## config.mk

```make
export PLATFORM = sky130hd
export DESIGN_NAME = midpoint_ellipse_rasterizer
export DESIGN_NICKNAME = d
export VERILOG_FILES = /design/src/rtl/mer_pkg.sv /design/src/rtl/midpoint_ellipse_rasterizer.sv /design/src/rtl/mer_ctrl.sv /design/src/rtl/mer_dp.sv
export SDC_FILE = /design/constraint.sdc
export NUM_CORES = 2
export LEC_CHECK = 0
export ABC_AREA = 0
export BUFFER_PORTS_ARGS = -buffer_cell sky130_fd_sc_hd__buf_4
export CAP_MARGIN = 0
export CORE_MARGIN = 1
export CORE_UTILIZATION = 59
export DETAILED_ROUTE_END_ITERATION = 8
export PLACE_DENSITY = 0.84
export SLEW_MARGIN = 20
export SYNTH_ARGS = -nofsm -noshare
export SYNTH_HDL_FRONTEND = slang
export SYNTH_SLANG_ARGS = --single-unit
```

## constraint.sdc

```tcl
create_clock -name clk -period 10.3 [get_ports clk]
set_input_delay 0.515 -clock clk [delete_from_list [all_inputs] [get_ports clk]]
set_output_delay 0.515 -clock clk [all_outputs]
set_load 0.01 [all_outputs]
```

## src/rtl/mer_pkg.sv

```systemverilog
// Shared types, codes and the multiply schedule of the midpoint ellipse rasterizer.
`default_nettype none

package mer_pkg;

	// Request type codes.
	localparam logic REQ_START   = 1'b0;
	localparam logic REQ_ADVANCE = 1'b1;

	// Datapath operations issued by the controller.
	typedef enum logic [3:0] {
		DP_NONE   = 4'd0,
		DP_LOAD   = 4'd1,
		DP_MUL    = 4'd2,
		DP_INIT   = 4'd3,
		DP_ADV    = 4'd4,
		DP_SETTLE = 4'd5,
		DP_XFIN   = 4'd6,
		DP_NOPT   = 4'd7,
		DP_OUT    = 4'd8
	} dp_op_t;

	// Operand and destination selection of the shared multiplier.
	typedef enum logic [3:0] {
		M_RX2 = 4'd0,
		M_RY2 = 4'd1,
		M_P   = 4'd2,
		M_U   = 4'd3,
		M_V   = 4'd4,
		M_W   = 4'd5,
		M_U2  = 4'd6,
		M_V2  = 4'd7,
		M_W2  = 4'd8
	} mul_sel_t;

	// Ellipse phase.
	typedef enum logic [2:0] {
		PH_IDLE = 3'b001,
		PH_R1   = 3'b010,
		PH_R2   = 3'b100
	} phase_t;

	typedef struct packed {
		dp_op_t   op;
		mul_sel_t sel;
	} mer_cmd_t;

	typedef struct packed {
		logic phase_idle;
		logic trans;
	} mer_status_t;

	// Positions in the multiply schedule: start setup, then the region change.
	localparam logic [3:0] SEQ_START_FIRST = 4'd0;
	localparam logic [3:0] SEQ_START_LAST  = 4'd2;
	localparam logic [3:0] SEQ_XFER_FIRST  = 4'd3;
	localparam logic [3:0] SEQ_XFER_LAST   = 4'd8;

	function automatic mul_sel_t seq_sel(input logic [3:0] idx);
		mul_sel_t sel;
		unique case (idx)
			4'd0: sel = M_RX2;
			4'd1: sel = M_RY2;
			4'd2: sel = M_P;
			4'd3: sel = M_U;
			4'd4: sel = M_V;
			4'd5: sel = M_W;
			4'd6: sel = M_U2;
			4'd7: sel = M_V2;
			4'd8: sel = M_W2;
			default: sel = M_RX2;
		endcase
		return sel;
	endfunction

endpackage

`default_nettype wire

```

## src/rtl/midpoint_ellipse_rasterizer.sv

```systemverilog
// Steps: an advance request passes the advance, settle and output states; one that crosses
// into region 2 also runs the region-change multiplies, and a start request first loads,
// multiplies and initialises; an advance while idle goes straight to output. One request
// at a time: the next is taken only once the last result is loaded, which a stall delays.
// Reset: arst_n clears the controller, the result valid flag and the phase to idle;
// an advance after reset reports no point until a start request arrives.
`default_nettype none

module midpoint_ellipse_rasterizer
	import mer_pkg::*;
#(
	parameter int COORD_BITS = 12
) (
	input  wire logic                         clk,
	input  wire logic                         arst_n,
	input  wire logic                         req_valid,
	output logic                              req_ready,
	input  wire logic                         req_type,
	input  wire logic signed [COORD_BITS-1:0] center_x,
	input  wire logic signed [COORD_BITS-1:0] center_y,
	input  wire logic        [COORD_BITS-2:0] radius_x,
	input  wire logic        [COORD_BITS-2:0] radius_y,
	output logic                              res_valid,
	input  wire logic                         res_ready,
	output logic signed      [COORD_BITS:0]   point0_x,
	output logic signed      [COORD_BITS:0]   point0_y,
	output logic signed      [COORD_BITS:0]   point1_x,
	output logic signed      [COORD_BITS:0]   point1_y,
	output logic signed      [COORD_BITS:0]   point2_x,
	output logic signed      [COORD_BITS:0]   point2_y,
	output logic signed      [COORD_BITS:0]   point3_x,
	output logic signed      [COORD_BITS:0]   point3_y,
	output logic                              is_last,
	output logic                              no_point
);

	// The controller walks each request through its steps and issues at most one datapath
	// operation per cycle. The datapath holds the ellipse state, the shared multiplier
	// and the result register, and reports back whether the ellipse is idle and whether
	// region 1 has ended.
	mer_cmd_t    cmd;
	mer_status_t status;

	// The four points are mirror images of one offset, so the datapath returns only
	// the two x sums and the two y sums.
	logic signed [COORD_BITS:0] x_plus, x_minus, y_plus, y_minus;

	mer_ctrl u_ctrl (
		.clk       (clk),
		.arst_n    (arst_n),
		.req_valid (req_valid),
		.req_ready (req_ready),
		.req_type  (req_type),
		.res_valid (res_valid),
		.res_ready (res_ready),
		.status    (status),
		.cmd       (cmd)
	);

	// A start request runs three multiplies (squared radii and rx^2*ry) before the
	// first point. The region change runs six more: the three squares of ry*(2x+1),
	// rx*(y-1) and rx*ry give the region 2 decision value without a wide multiplier.
	mer_dp #(
		.COORD_BITS (COORD_BITS)
	) u_dp (
		.clk      (clk),
		.arst_n   (arst_n),
		.cmd      (cmd),
		.status   (status),
		.center_x (center_x),
		.center_y (center_y),
		.radius_x (radius_x),
		.radius_y (radius_y),
		.x_plus   (x_plus),
		.x_minus  (x_minus),
		.y_plus   (y_plus),
		.y_minus  (y_minus),
		.is_last  (is_last),
		.no_point (no_point)
	);

	// Quadrant mapping: point0 (+x,+y), point1 (-x,+y), point2 (+x,-y), point3 (-x,-y).
	assign point0_x = x_plus;
	assign point0_y = y_plus;
	assign point1_x = x_minus;
	assign point1_y = y_plus;
	assign point2_x = x_plus;
	assign point2_y = y_minus;
	assign point3_x = x_minus;
	assign point3_y = y_minus;

endmodule

`default_nettype wire

```

## src/rtl/mer_ctrl.sv

```systemverilog
// Controller state machine of the midpoint ellipse rasterizer.
`default_nettype none

module mer_ctrl
	import mer_pkg::*;
(
	input  wire logic        clk,
	input  wire logic        arst_n,
	input  wire logic        req_valid,
	output logic             req_ready,
	input  wire logic        req_type,
	output logic             res_valid,
	input  wire logic        res_ready,
	input  wire mer_status_t status,
	output mer_cmd_t         cmd
);

	typedef enum logic [6:0] {
		ST_IDLE   = 7'b0000001,
		ST_MUL    = 7'b0000010,
		ST_INIT   = 7'b0000100,
		ST_ADV    = 7'b0001000,
		ST_SETTLE = 7'b0010000,
		ST_XFIN   = 7'b0100000,
		ST_FIN    = 7'b1000000
	} state_t;

	state_t     state_q, state_d;
	logic [3:0] cnt_q, cnt_d;
	logic       stepped_q, stepped_d;
	logic       res_valid_q;
	logic       load_out;

	always_comb begin
		state_d   = state_q;
		cnt_d     = cnt_q;
		stepped_d = stepped_q;
		load_out  = 1'b0;
		cmd.op    = DP_NONE;
		cmd.sel   = seq_sel(cnt_q);
		unique case (state_q)
			ST_IDLE: begin
				if (req_valid) begin
					if (req_type == REQ_START) begin
						cmd.op    = DP_LOAD;
						cnt_d     = SEQ_START_FIRST;
						stepped_d = 1'b0;
						state_d   = ST_MUL;
					end else if (status.phase_idle) begin
						cmd.op  = DP_NOPT;
						state_d = ST_FIN;
					end else begin
						state_d = ST_ADV;
					end
				end
			end
			ST_MUL: begin
				cmd.op = DP_MUL;
				if (cnt_q == SEQ_START_LAST) begin
					state_d = ST_INIT;
				end else if (cnt_q == SEQ_XFER_LAST) begin
					state_d = ST_XFIN;
				end else begin
					cnt_d = cnt_q + 4'd1;
				end
			end
			ST_INIT: begin
				cmd.op  = DP_INIT;
				state_d = ST_SETTLE;
			end
			ST_ADV: begin
				cmd.op    = DP_ADV;
				stepped_d = 1'b1;
				state_d   = ST_SETTLE;
			end
			ST_SETTLE: begin
				if (status.trans) begin
					cnt_d   = SEQ_XFER_FIRST;
					state_d = ST_MUL;
				end else begin
					cmd.op  = DP_SETTLE;
					state_d = stepped_q ? ST_FIN : ST_ADV;
				end
			end
			ST_XFIN: begin
				cmd.op  = DP_XFIN;
				state_d = stepped_q ? ST_FIN : ST_ADV;
			end
			ST_FIN: begin
				if (!res_valid_q || res_ready) begin
					cmd.op   = DP_OUT;
					load_out = 1'b1;
					state_d  = ST_IDLE;
				end
			end
			default: state_d = ST_IDLE;
		endcase
	end

	always_ff @(posedge clk or negedge arst_n) begin
		if (!arst_n) begin
			state_q     <= ST_IDLE;
			cnt_q       <= SEQ_START_FIRST;
			stepped_q   <= 1'b0;
			res_valid_q <= 1'b0;
		end else begin
			state_q   <= state_d;
			cnt_q     <= cnt_d;
			stepped_q <= stepped_d;
			if (load_out) begin
				res_valid_q <= 1'b1;
			end else if (res_ready) begin
				res_valid_q <= 1'b0;
			end
		end
	end

	assign req_ready = (state_q == ST_IDLE);
	assign res_valid = res_valid_q;

endmodule

`default_nettype wire

```

## src/rtl/mer_dp.sv

```systemverilog
// Datapath of the midpoint ellipse rasterizer: shared multiplier and step arithmetic.
`default_nettype none

module mer_dp
	import mer_pkg::*;
#(
	parameter int COORD_BITS = 12
) (
	input  wire logic                         clk,
	input  wire logic                         arst_n,
	input  wire mer_cmd_t                     cmd,
	output mer_status_t                       status,
	input  wire logic signed [COORD_BITS-1:0] center_x,
	input  wire logic signed [COORD_BITS-1:0] center_y,
	input  wire logic        [COORD_BITS-2:0] radius_x,
	input  wire logic        [COORD_BITS-2:0] radius_y,
	output logic signed      [COORD_BITS:0]   x_plus,
	output logic signed      [COORD_BITS:0]   x_minus,
	output logic signed      [COORD_BITS:0]   y_plus,
	output logic signed      [COORD_BITS:0]   y_minus,
	output logic                              is_last,
	output logic                              no_point
);

	localparam int CB = COORD_BITS;
	localparam int RW = CB - 1;
	localparam int OW = CB + 1;
	localparam int MW = 2 * CB;
	localparam int PW = 4 * CB;
	localparam int SW = 3 * CB + 1;
	localparam int DW = 4 * CB + 2;

	// Saved ellipse parameters.
	logic signed [CB-1:0]   cx_q, cy_q;
	logic        [RW-1:0]   rx_q, ry_q;
	logic        [2*RW-1:0] rx2_q, ry2_q;
	// Product scratch registers.
	logic        [PW-1:0]   s0_q, s1_q, s2_q;
	// Algorithm state.
	phase_t                 phase_q;
	logic        [CB-1:0]   ox_q;
	logic signed [OW-1:0]   oy_q;
	logic signed [SW-1:0]   sdx_q, sdy_q;
	logic signed [DW-1:0]   dec_q;
	logic        [CB-1:0]   snap_x_q;
	logic signed [OW-1:0]   snap_y_q;
	logic                   nopt_q;
	// Result payload.
	logic signed [OW-1:0]   xp_q, xm_q, yp_q, ym_q;
	logic                   last_q, nopt_out_q;

	logic        [MW-1:0]   mul_a, mul_b;
	logic        [PW-1:0]   prod;
	logic        [CB:0]     t_val;
	logic signed [OW-1:0]   ym1;
	logic        [CB-1:0]   ymag;
	logic signed [SW-1:0]   two_rx2, two_ry2, sdx_nx, sdy_nx;
	logic signed [DW-1:0]   four_sdx, four_sdy, four_rx2, four_ry2;
	logic signed [DW-1:0]   dec_init, dec_xfer;
	logic signed [OW-1:0]   cx_w, cy_w, sx_w;
	logic                   dec_neg, dec_zero;

	// Multiplier operand selection.
	assign t_val = {ox_q, 1'b1};
	assign ym1   = oy_q - $signed(OW'(1));
	assign ymag  = ym1[OW-1] ? CB'(-ym1) : CB'(ym1);

	always_comb begin
		unique case (cmd.sel)
			M_RX2: begin
				mul_a = MW'(rx_q);
				mul_b = MW'(rx_q);
			end
			M_RY2: begin
				mul_a = MW'(ry_q);
				mul_b = MW'(ry_q);
			end
			M_P: begin
				mul_a = MW'(rx2_q);
				mul_b = MW'(ry_q);
			end
			M_U: begin
				mul_a = MW'(ry_q);
				mul_b = MW'(t_val);
			end
			M_V: begin
				mul_a = MW'(rx_q);
				mul_b = MW'(ymag);
			end
			M_W: begin
				mul_a = MW'(rx_q);
				mul_b = MW'(ry_q);
			end
			M_U2: begin
				mul_a = s0_q[MW-1:0];
				mul_b = s0_q[MW-1:0];
			end
			M_V2: begin
				mul_a = s1_q[MW-1:0];
				mul_b = s1_q[MW-1:0];
			end
			M_W2: begin
				mul_a = s2_q[MW-1:0];
				mul_b = s2_q[MW-1:0];
			end
			default: begin
				mul_a = '0;
				mul_b = '0;
			end
		endcase
	end

	assign prod = mul_a * mul_b;

	// Step arithmetic; the decision variable holds four times the real value.
	assign two_rx2  = $signed(SW'({rx2_q, 1'b0}));
	assign two_ry2  = $signed(SW'({ry2_q, 1'b0}));
	assign sdx_nx   = sdx_q + two_ry2;
	assign sdy_nx   = sdy_q - two_rx2;
	assign four_sdx = DW'(sdx_nx) <<< 2;
	assign four_sdy = DW'(sdy_nx) <<< 2;
	assign four_rx2 = $signed(DW'({rx2_q, 2'b00}));
	assign four_ry2 = $signed(DW'({ry2_q, 2'b00}));
	assign dec_neg  = dec_q[DW-1];
	assign dec_zero = (dec_q == '0);
	assign dec_init = four_ry2 - $signed(DW'(s0_q) << 2) + $signed(DW'(rx2_q));
	assign dec_xfer = $signed(DW'(s0_q)) + $signed(DW'(s1_q) << 2)
		- $signed(DW'(s2_q) << 2);

	assign status.phase_idle = (phase_q == PH_IDLE);
	assign status.trans      = (phase_q == PH_R1) && !(sdx_q < sdy_q);

	// Result coordinates from the snapshot of the plotted offset.
	assign cx_w = OW'(cx_q);
	assign cy_w = OW'(cy_q);
	assign sx_w = $signed({1'b0, snap_x_q});

	// Phase and the no-point flag are control state and reset.
	always_ff @(posedge clk or negedge arst_n) begin
		if (!arst_n) begin
			phase_q <= PH_IDLE;
			nopt_q  <= 1'b0;
		end else begin
			unique case (cmd.op)
				DP_INIT: phase_q <= PH_R1;
				DP_ADV: nopt_q <= 1'b0;
				DP_NOPT: nopt_q <= 1'b1;
				DP_SETTLE: begin
					if (phase_q == PH_R2 && oy_q[OW-1]) begin
						phase_q <= PH_IDLE;
					end
				end
				DP_XFIN: phase_q <= oy_q[OW-1] ? PH_IDLE : PH_R2;
				default: ;
			endcase
		end
	end

	always_ff @(posedge clk) begin
		unique case (cmd.op)
			DP_LOAD: begin
				cx_q <= center_x;
				cy_q <= center_y;
				rx_q <= radius_x;
				ry_q <= radius_y;
			end
			DP_MUL: begin
				unique case (cmd.sel)
					M_RX2: rx2_q <= prod[2*RW-1:0];
					M_RY2: ry2_q <= prod[2*RW-1:0];
					M_P, M_U, M_U2: s0_q <= prod;
					M_V, M_V2: s1_q <= prod;
					M_W, M_W2: s2_q <= prod;
					default: ;
				endcase
			end
			DP_INIT: begin
				ox_q  <= '0;
				oy_q  <= $signed(OW'(ry_q));
				sdx_q <= '0;
				sdy_q <= $signed({s0_q[SW-2:0], 1'b0});
				dec_q <= dec_init;
			end
			DP_ADV: begin
				snap_x_q <= ox_q;
				snap_y_q <= oy_q;
				if (phase_q == PH_R1) begin
					ox_q  <= ox_q + 1'b1;
					sdx_q <= sdx_nx;
					if (dec_neg) begin
						dec_q <= dec_q + four_sdx + four_ry2;
					end else begin
						oy_q  <= oy_q - $signed(OW'(1));
						sdy_q <= sdy_nx;
						dec_q <= dec_q + four_sdx - four_sdy + four_ry2;
					end
				end else if (phase_q == PH_R2) begin
					oy_q  <= oy_q - $signed(OW'(1));
					sdy_q <= sdy_nx;
					if (!dec_neg && !dec_zero) begin
						dec_q <= dec_q + four_rx2 - four_sdy;
					end else begin
						ox_q  <= ox_q + 1'b1;
						sdx_q <= sdx_nx;
						dec_q <= dec_q + four_sdx - four_sdy + four_rx2;
					end
				end
			end
			DP_XFIN: dec_q <= dec_xfer;
			DP_OUT: begin
				if (nopt_q) begin
					xp_q <= '0;
					xm_q <= '0;
					yp_q <= '0;
					ym_q <= '0;
				end else begin
					xp_q <= cx_w + sx_w;
					xm_q <= cx_w - sx_w;
					yp_q <= cy_w + snap_y_q;
					ym_q <= cy_w - snap_y_q;
				end
				last_q     <= !nopt_q && (phase_q == PH_IDLE);
				nopt_out_q <= nopt_q;
			end
			default: ;
		endcase
	end

	assign x_plus   = xp_q;
	assign x_minus  = xm_q;
	assign y_plus   = yp_q;
	assign y_minus  = ym_q;
	assign is_last  = last_q;
	assign no_point = nopt_out_q;

endmodule

`default_nettype wire

```

# Word-level counts from Yosys, hierarchy flattened
# Memory sizes are Yosys's and may differ from the RTL's.
# Index checks and enable logic that the tools add are counted.
# word_totals
romBits	64
memories	1
word_cells	185
reg_bits	479
inputBits	51
output_inout_bits	108
# op_classes
mul	1
magnitude_cmp	1
n_eq_ne	39
addsub	21
muxes	56
reduce_logical	38
# memory_table
memory	depth	width	read_ports	rd_ports_with_merged_regs	wr	line_no	source
(no name shown)	16	4	1	0	0	mer_pkg.sv:61	unique case (idx)
# ops
op	count
two-way mux 37 bit	6
adder 50 x 25 -> 50 bit	4
two-way mux 50 bit	4
one-hot mux 24 bit (7 select lines)	1
one-hot mux 50 bit (3 select lines)	1
one-hot mux 37 bit (2 select lines)	2
one-hot mux 24 bit (6 select lines)	1
subtractor 50 x 39 -> 50 bit	2
two-way mux 7 bit	8
adder 49 x 50 -> 50 bit	1
adder 50 x 23 -> 50 bit	1
adder 50 x 39 -> 50 bit	1
zero test 50 bit	1
subtractor 25 x 50 -> 50 bit	1
subtractor 50 bit	1
multiplier 24 x 24 -> 48 bit	1
two-way mux 12 bit	4
one-hot mux 7 bit (6 select lines)	1
two-way mux 13 bit	3
adder 37 x 24 -> 37 bit	1
< comparator 37 bit	1
subtractor 37 x 24 -> 37 bit	1
equality test 4 x 3 -> 1 bit, second input constant	8
two-way mux 4 bit	8
43 further kinds	93

# Depth between registers and ports, before layout
# depth
word_depth	8
ltp_mapped	45
depth_no_buf	44

# Modules after synthesis
# Synthesis repeated with hierarchy kept, for this count alone.
# unflattened
hier_cells	7038
hier_area_um2	62426.1
# by_module_without_submodules
mod	area_each_um2	cells_per_inst	seq_area_each_um2	instances
mer_dp	60984.7	6864	13854.5	1
mer_ctrl	1051.0	122	326.6	1
midpoint_ellipse_rasterizer	390.4	52	0.0	1

# Least setup slack after synthesis
# No wires, ideal clock.
# synth_path
path_kind	reg2reg
startpoint	register u_dp.oy_q[7]
endpoint	register u_dp.s0_q[47], data pin
setup_time_ns	0.269
required_time_ns	10.031
arrival_ns	9.255
synth_period_minus_slack_ns	9.524
path_slack_ns	0.776
path_stages_with_launch	38
path_buffers	2
cell_sequence	edfxtp_1 or3_1 or3_1 nor3_1 xnor2_1 clkbuf_1 nor2_1 xor2_1 o2111ai_1 clkbuf_1 nand2_1 fa_1 inv_1 fa_1 inv_1 fa_1 fa_1 fa_1 [... 2 more ...] inv_1 fa_1 inv_1 ha_1 a21o_1 a21o_1 a21oi_1 o21ai_0 a21o_1 o41ai_1 o21ai_0 a311oi_1 nor2b_1 o21a_1 o21ai_0 nand3_1 a31oi_1 xnor2_1
# synth_between
elab_chain_cells	5
# synth_rtl
item	line_no	source
start: declaration	mer_dp.sv:42	logic signed [OW-1:0] oy_q;
start signal: assignment	mer_dp.sv:179	oy_q <= $signed(OW'(ry_q));
start signal: assignment	mer_dp.sv:193	oy_q <= oy_q - $signed(OW'(1));
start signal: assignment	mer_dp.sv:198	oy_q <= oy_q - $signed(OW'(1));
subtractor 13 x 2 -> 13 bit *	mer_dp.sv:65	assign ym1 = oy_q - $signed(OW'(1));
negator 12 bit	mer_dp.sv:66	assign ymag = ym1[OW-1] ? CB'(-ym1) : CB'(ym1);
two-way mux 12 bit *	mer_dp.sv:66	
one-hot mux 24 bit (7 select lines) *	mer_dp.sv:69	unique case (cmd.sel)
multiplier 24 x 24 -> 48 bit *	mer_dp.sv:113	assign prod = mul_a * mul_b;
via u_dp.prod[47]	mer_dp.sv:53	logic [PW-1:0] prod;
end signal: assignment	mer_dp.sv:171	M_P, M_U, M_U2: s0_q <= prod;
end: declaration	mer_dp.sv:38	logic [PW-1:0] s0_q, s1_q, s2_q;
# Mark *: on every way through the listed nets, which the timed path passes. The rest lies on a longest branch.
# A chain may end at the register's enable or synchronous reset.

# Worst setup path after layout
# layout_path
startpoint	register u_dp.oy_q[8]
endpoint	register u_dp.s2_q[47], data pin
# layout_between
elab_chain_cells	5
# layout_rtl
item	line_no	source
subtractor 13 x 2 -> 13 bit *	mer_dp.sv:65	
negator 12 bit	mer_dp.sv:66	
two-way mux 12 bit *	mer_dp.sv:66	
one-hot mux 24 bit (7 select lines) *	mer_dp.sv:69	
multiplier 24 x 24 -> 48 bit *	mer_dp.sv:113	
via u_dp.prod[47]	mer_dp.sv:53	
end signal: assignment	mer_dp.sv:173	M_W, M_W2: s2_q <= prod;
end: declaration	mer_dp.sv:38	
# Marks and branches as above.

==> reports/metrics.csv <==
metric;value;unit
status;complete, no violations;
critical path class;flop to flop;
largest net degree at the start of global routing;73;
total congestion overflow;0;
Mapped Cells;6928;
H-tree depth;2;
EDFF count, synth;458;
WL final;210000;um
async set-reset flop share out of synthesis;3.58;%
Total GRT Usage;39.3;%
synthesis-to-finish area growth;8.63;%
post-synth top area share;22.3;%
DP Worst Slack;-0.0141;ns
share of layout cells above drive strength 1;8.02;%
final hold viol count;0;
core area;103000;um^2
main area contributors after synthesis;edfxtp_1 (22%), fa_1 (19%), ha_1 (12%);
Slew Viols, Final;0;
CP Capture Type;flop;
final setup vio count;0;
top_reg_cell synth;edfxtp_1;
port bufs;158;
Top-Level Pins;159;
Crit path top cell by count;fa_1;
clock buffer depth;3;
routed wire length per instance;24.8;um
filler instances;8299;
Cell Area, Synth;61700;um^2
Root Buffer;clkbuf_16;
die area;106000;um^2
DRT Pass-1 Iters;8;
first-pass GRT wire length;319000;um
clk_skew;0.0323;ns
crit start category;flop;
setup ws final;0.320;ns
row count;118;
minimum clock period;9.98;ns
nets;8293;
routability cong.;1.07;
Final ANT Viol Nets;0;
drt drc;0;
chip width;325;um
clock latency on the worst-skew pair;0.65;ns
Netlist cell types;105;
worst-path fanout max;9;
Starting Density;59.6;%
# Max-Cap Violations;0;
dpl hpwl;171000;um
crit path DAT;10.33;ns
total CTS buffers;55;
worst slew pin tran;1.11;ns
Slew HR;25.4;%
syn nets;8150;
Synth Warn #;0;
hold slack;0.0500;ns
Hold Path Class;input pin to flop;
period utilization;96.9;%
Critical-path top delay cell;fa_1;
mean number of vias per cell;6.30;
Iteration-0 DRC Markers;6307;
antenna violations before repair;6;
Max stage delay on crit path;0.57;ns
DIE HEIGHT;325;um
Avg Inst Size Synth;8.90;um^2
TritonCTS clock tree;built;
clk sink count;475;
clock-pin transition on the worst setup and hold timing paths;0.06;ns
vias in the first global route;53800;
critical path required time;10.65;ns
flops & latches, synth;475;
Vias;53600;
area leader, netlist;edfxtp_1;
sequential share of the synthesized area;23.0;%
fmax;100;MHz
path summary, 6_finish.rpt:
check / endpoint / slack, ns / depth (start not counted) / startpoint
max: u_dp.s2_q[47] / 0.32 / 37 / u_dp.oy_q[8]
min: u_dp.cx_q[11] / 0.05 / 1 / center_x[11]
max reg2reg: u_dp.s2_q[47] / 0.32 / 37 / u_dp.oy_q[8]
min reg2reg: u_dp.snap_y_q[1] / 0.48 / 0 / u_dp.oy_q[1]
max in group asynchronous: u_ctrl.state_q[0] / 9.71 / 2 / arst_n
min in group asynchronous: u_ctrl.state_q[5] / 0.31 / 2 / arst_n
cells in the final DEF (no fill, tap or decap), drive strengths merged, types with 16 or more instances in the layout:
cell | Yosys | final
a22oi | 45 | 45
o221ai | 23 | 23
ha | 592 | 592
o21a | 45 | 45
o21bai | 57 | 57
nor4 | 31 | 31
xor2 | 152 | 152
o211ai | 42 | 42
and4 | 19 | 19
nand4 | 60 | 60
a211oi | 51 | 51
nand2 | 815 | 815
nor3 | 83 | 83
nor2b | 56 | 56
a31oi | 45 | 45
clkbuf | 184 | 65
a222oi | 19 | 19
xnor2 | 318 | 318
and3 | 47 | 47
o21ai | 307 | 307
a21oi | 406 | 406
buf | 92 | 361
clkinv | 6 | 29
a221oi | 21 | 21
or3 | 30 | 30
and2 | 107 | 107
nand2b | 68 | 68
nor2 | 452 | 452
a21boi | 16 | 16
edfxtp | 458 | 458
fa | 579 | 579
inv | 1091 | 1094
nand3 | 96 | 96
o22ai | 20 | 20
a21o | 213 | 213
metal layers:
layer	part of all wire, %	up-vias	global-route usage [%]
met5	0.012	-	0
met4	6.2	4	20.5
met3	11	694	6.84
met2	45	3159	63.0
met1	38	26000	51.0
li1	-	23700	-
what timing repair did:
| item | CTS | global route |
|---|---|---|
| gates resized for setup | 1 | 25 |
| hold endpoints to repair | 15 | 0 |
| hold buffers | 1 | 0 |
| buffers inserted | 0 | 4 |
| setup endpoints to repair | 3 | 51 |
| pin swaps | 0 | 4 |
| gates cloned | 0 | 0 |
metrics by stage:
| step | instance area [um^2] | instances | setup TNS, ns | util (%) |
|---|---|---|---|---|
| floorplan | 61700 | 6928 | 0 | - |
| global placement | 64900 | 8389 | -0.00199 | 62.7 |
| detailed placement | 64900 | 8389 | -0.0141 | 62.7 |
| CTS | 66800 | 8492 | 0 | 64.6 |
| global route | 67000 | 8497 | -0.565 | 64.7 |
| finish | 67000 | 8498 | 0 | 64.7 |
area by class of cell:
type,count,area (um^2),area share (%)
flip-flops and latches,475,14200,21.2
diodes,2,5.00,0.00747
clock inverters,37,434,0.648
well taps,1380,1730,2.58
inverters,1097,4120,6.15
clock buffers,65,1450,2.16
multi-input cells,5080,42300,63.2
repair buffers,362,2740,4.09
registers in the layout (all words and copies together), names as in the netlist, 12 cells and up:
signal	count
u_dp.cx_q	12
u_dp.ry2_q	22
u_dp.dec_q	50
u_dp.rx2_q	22
u_dp.sdy_q	36
u_dp.sdx_q	36
u_dp.snap_y_q	13
u_dp.s1_q	48
u_dp.y_minus	13
u_dp.y_plus	12
u_dp.cy_q	12
u_dp.snap_x_q	12
u_dp.oy_q	13
u_dp.s2_q	48
u_dp.ox_q	12
u_dp.s0_q	48
u_dp.x_plus	12
u_dp.x_minus	13
cells in the mapped netlist, drive strengths merged, types with 60 or more instances:
master,number
a21o,213
a21oi,406
and2,107
buf,92
clkbuf,184
edfxtp,458
fa,579
ha,592
inv,1091
nand2,815
nand2b,68
nand3,96
nand4,60
nor2,452
nor3,83
o21ai,307
xnor2,318
xor2,152
kinds of logic after synthesis:
kind of cell	after synthesis	share of synthesized area (%)
and+or+nand+nor	1936	14.6
AOI/OAI and AO/OA	1478	15.7
buffers and inverters	1373	8.78
adders and majority gates	1171	30.8
DFF	475	23.0
xor gates and xnor gates	470	6.71
muxes	25	0.436
critical path: cells and delay by family, from the launching register on:
family,cells,cell delay [ns]
simple gates,7,1.43
compound gates,12,2.76
fa+ha+maj,8,3.76
xor+xnor,3,0.52
buf+inv,7,0.80
flops,1,0.43
Power is not shown: default switching activity piles up to over one toggle a cycle in this logic, so the estimate is an artifact.
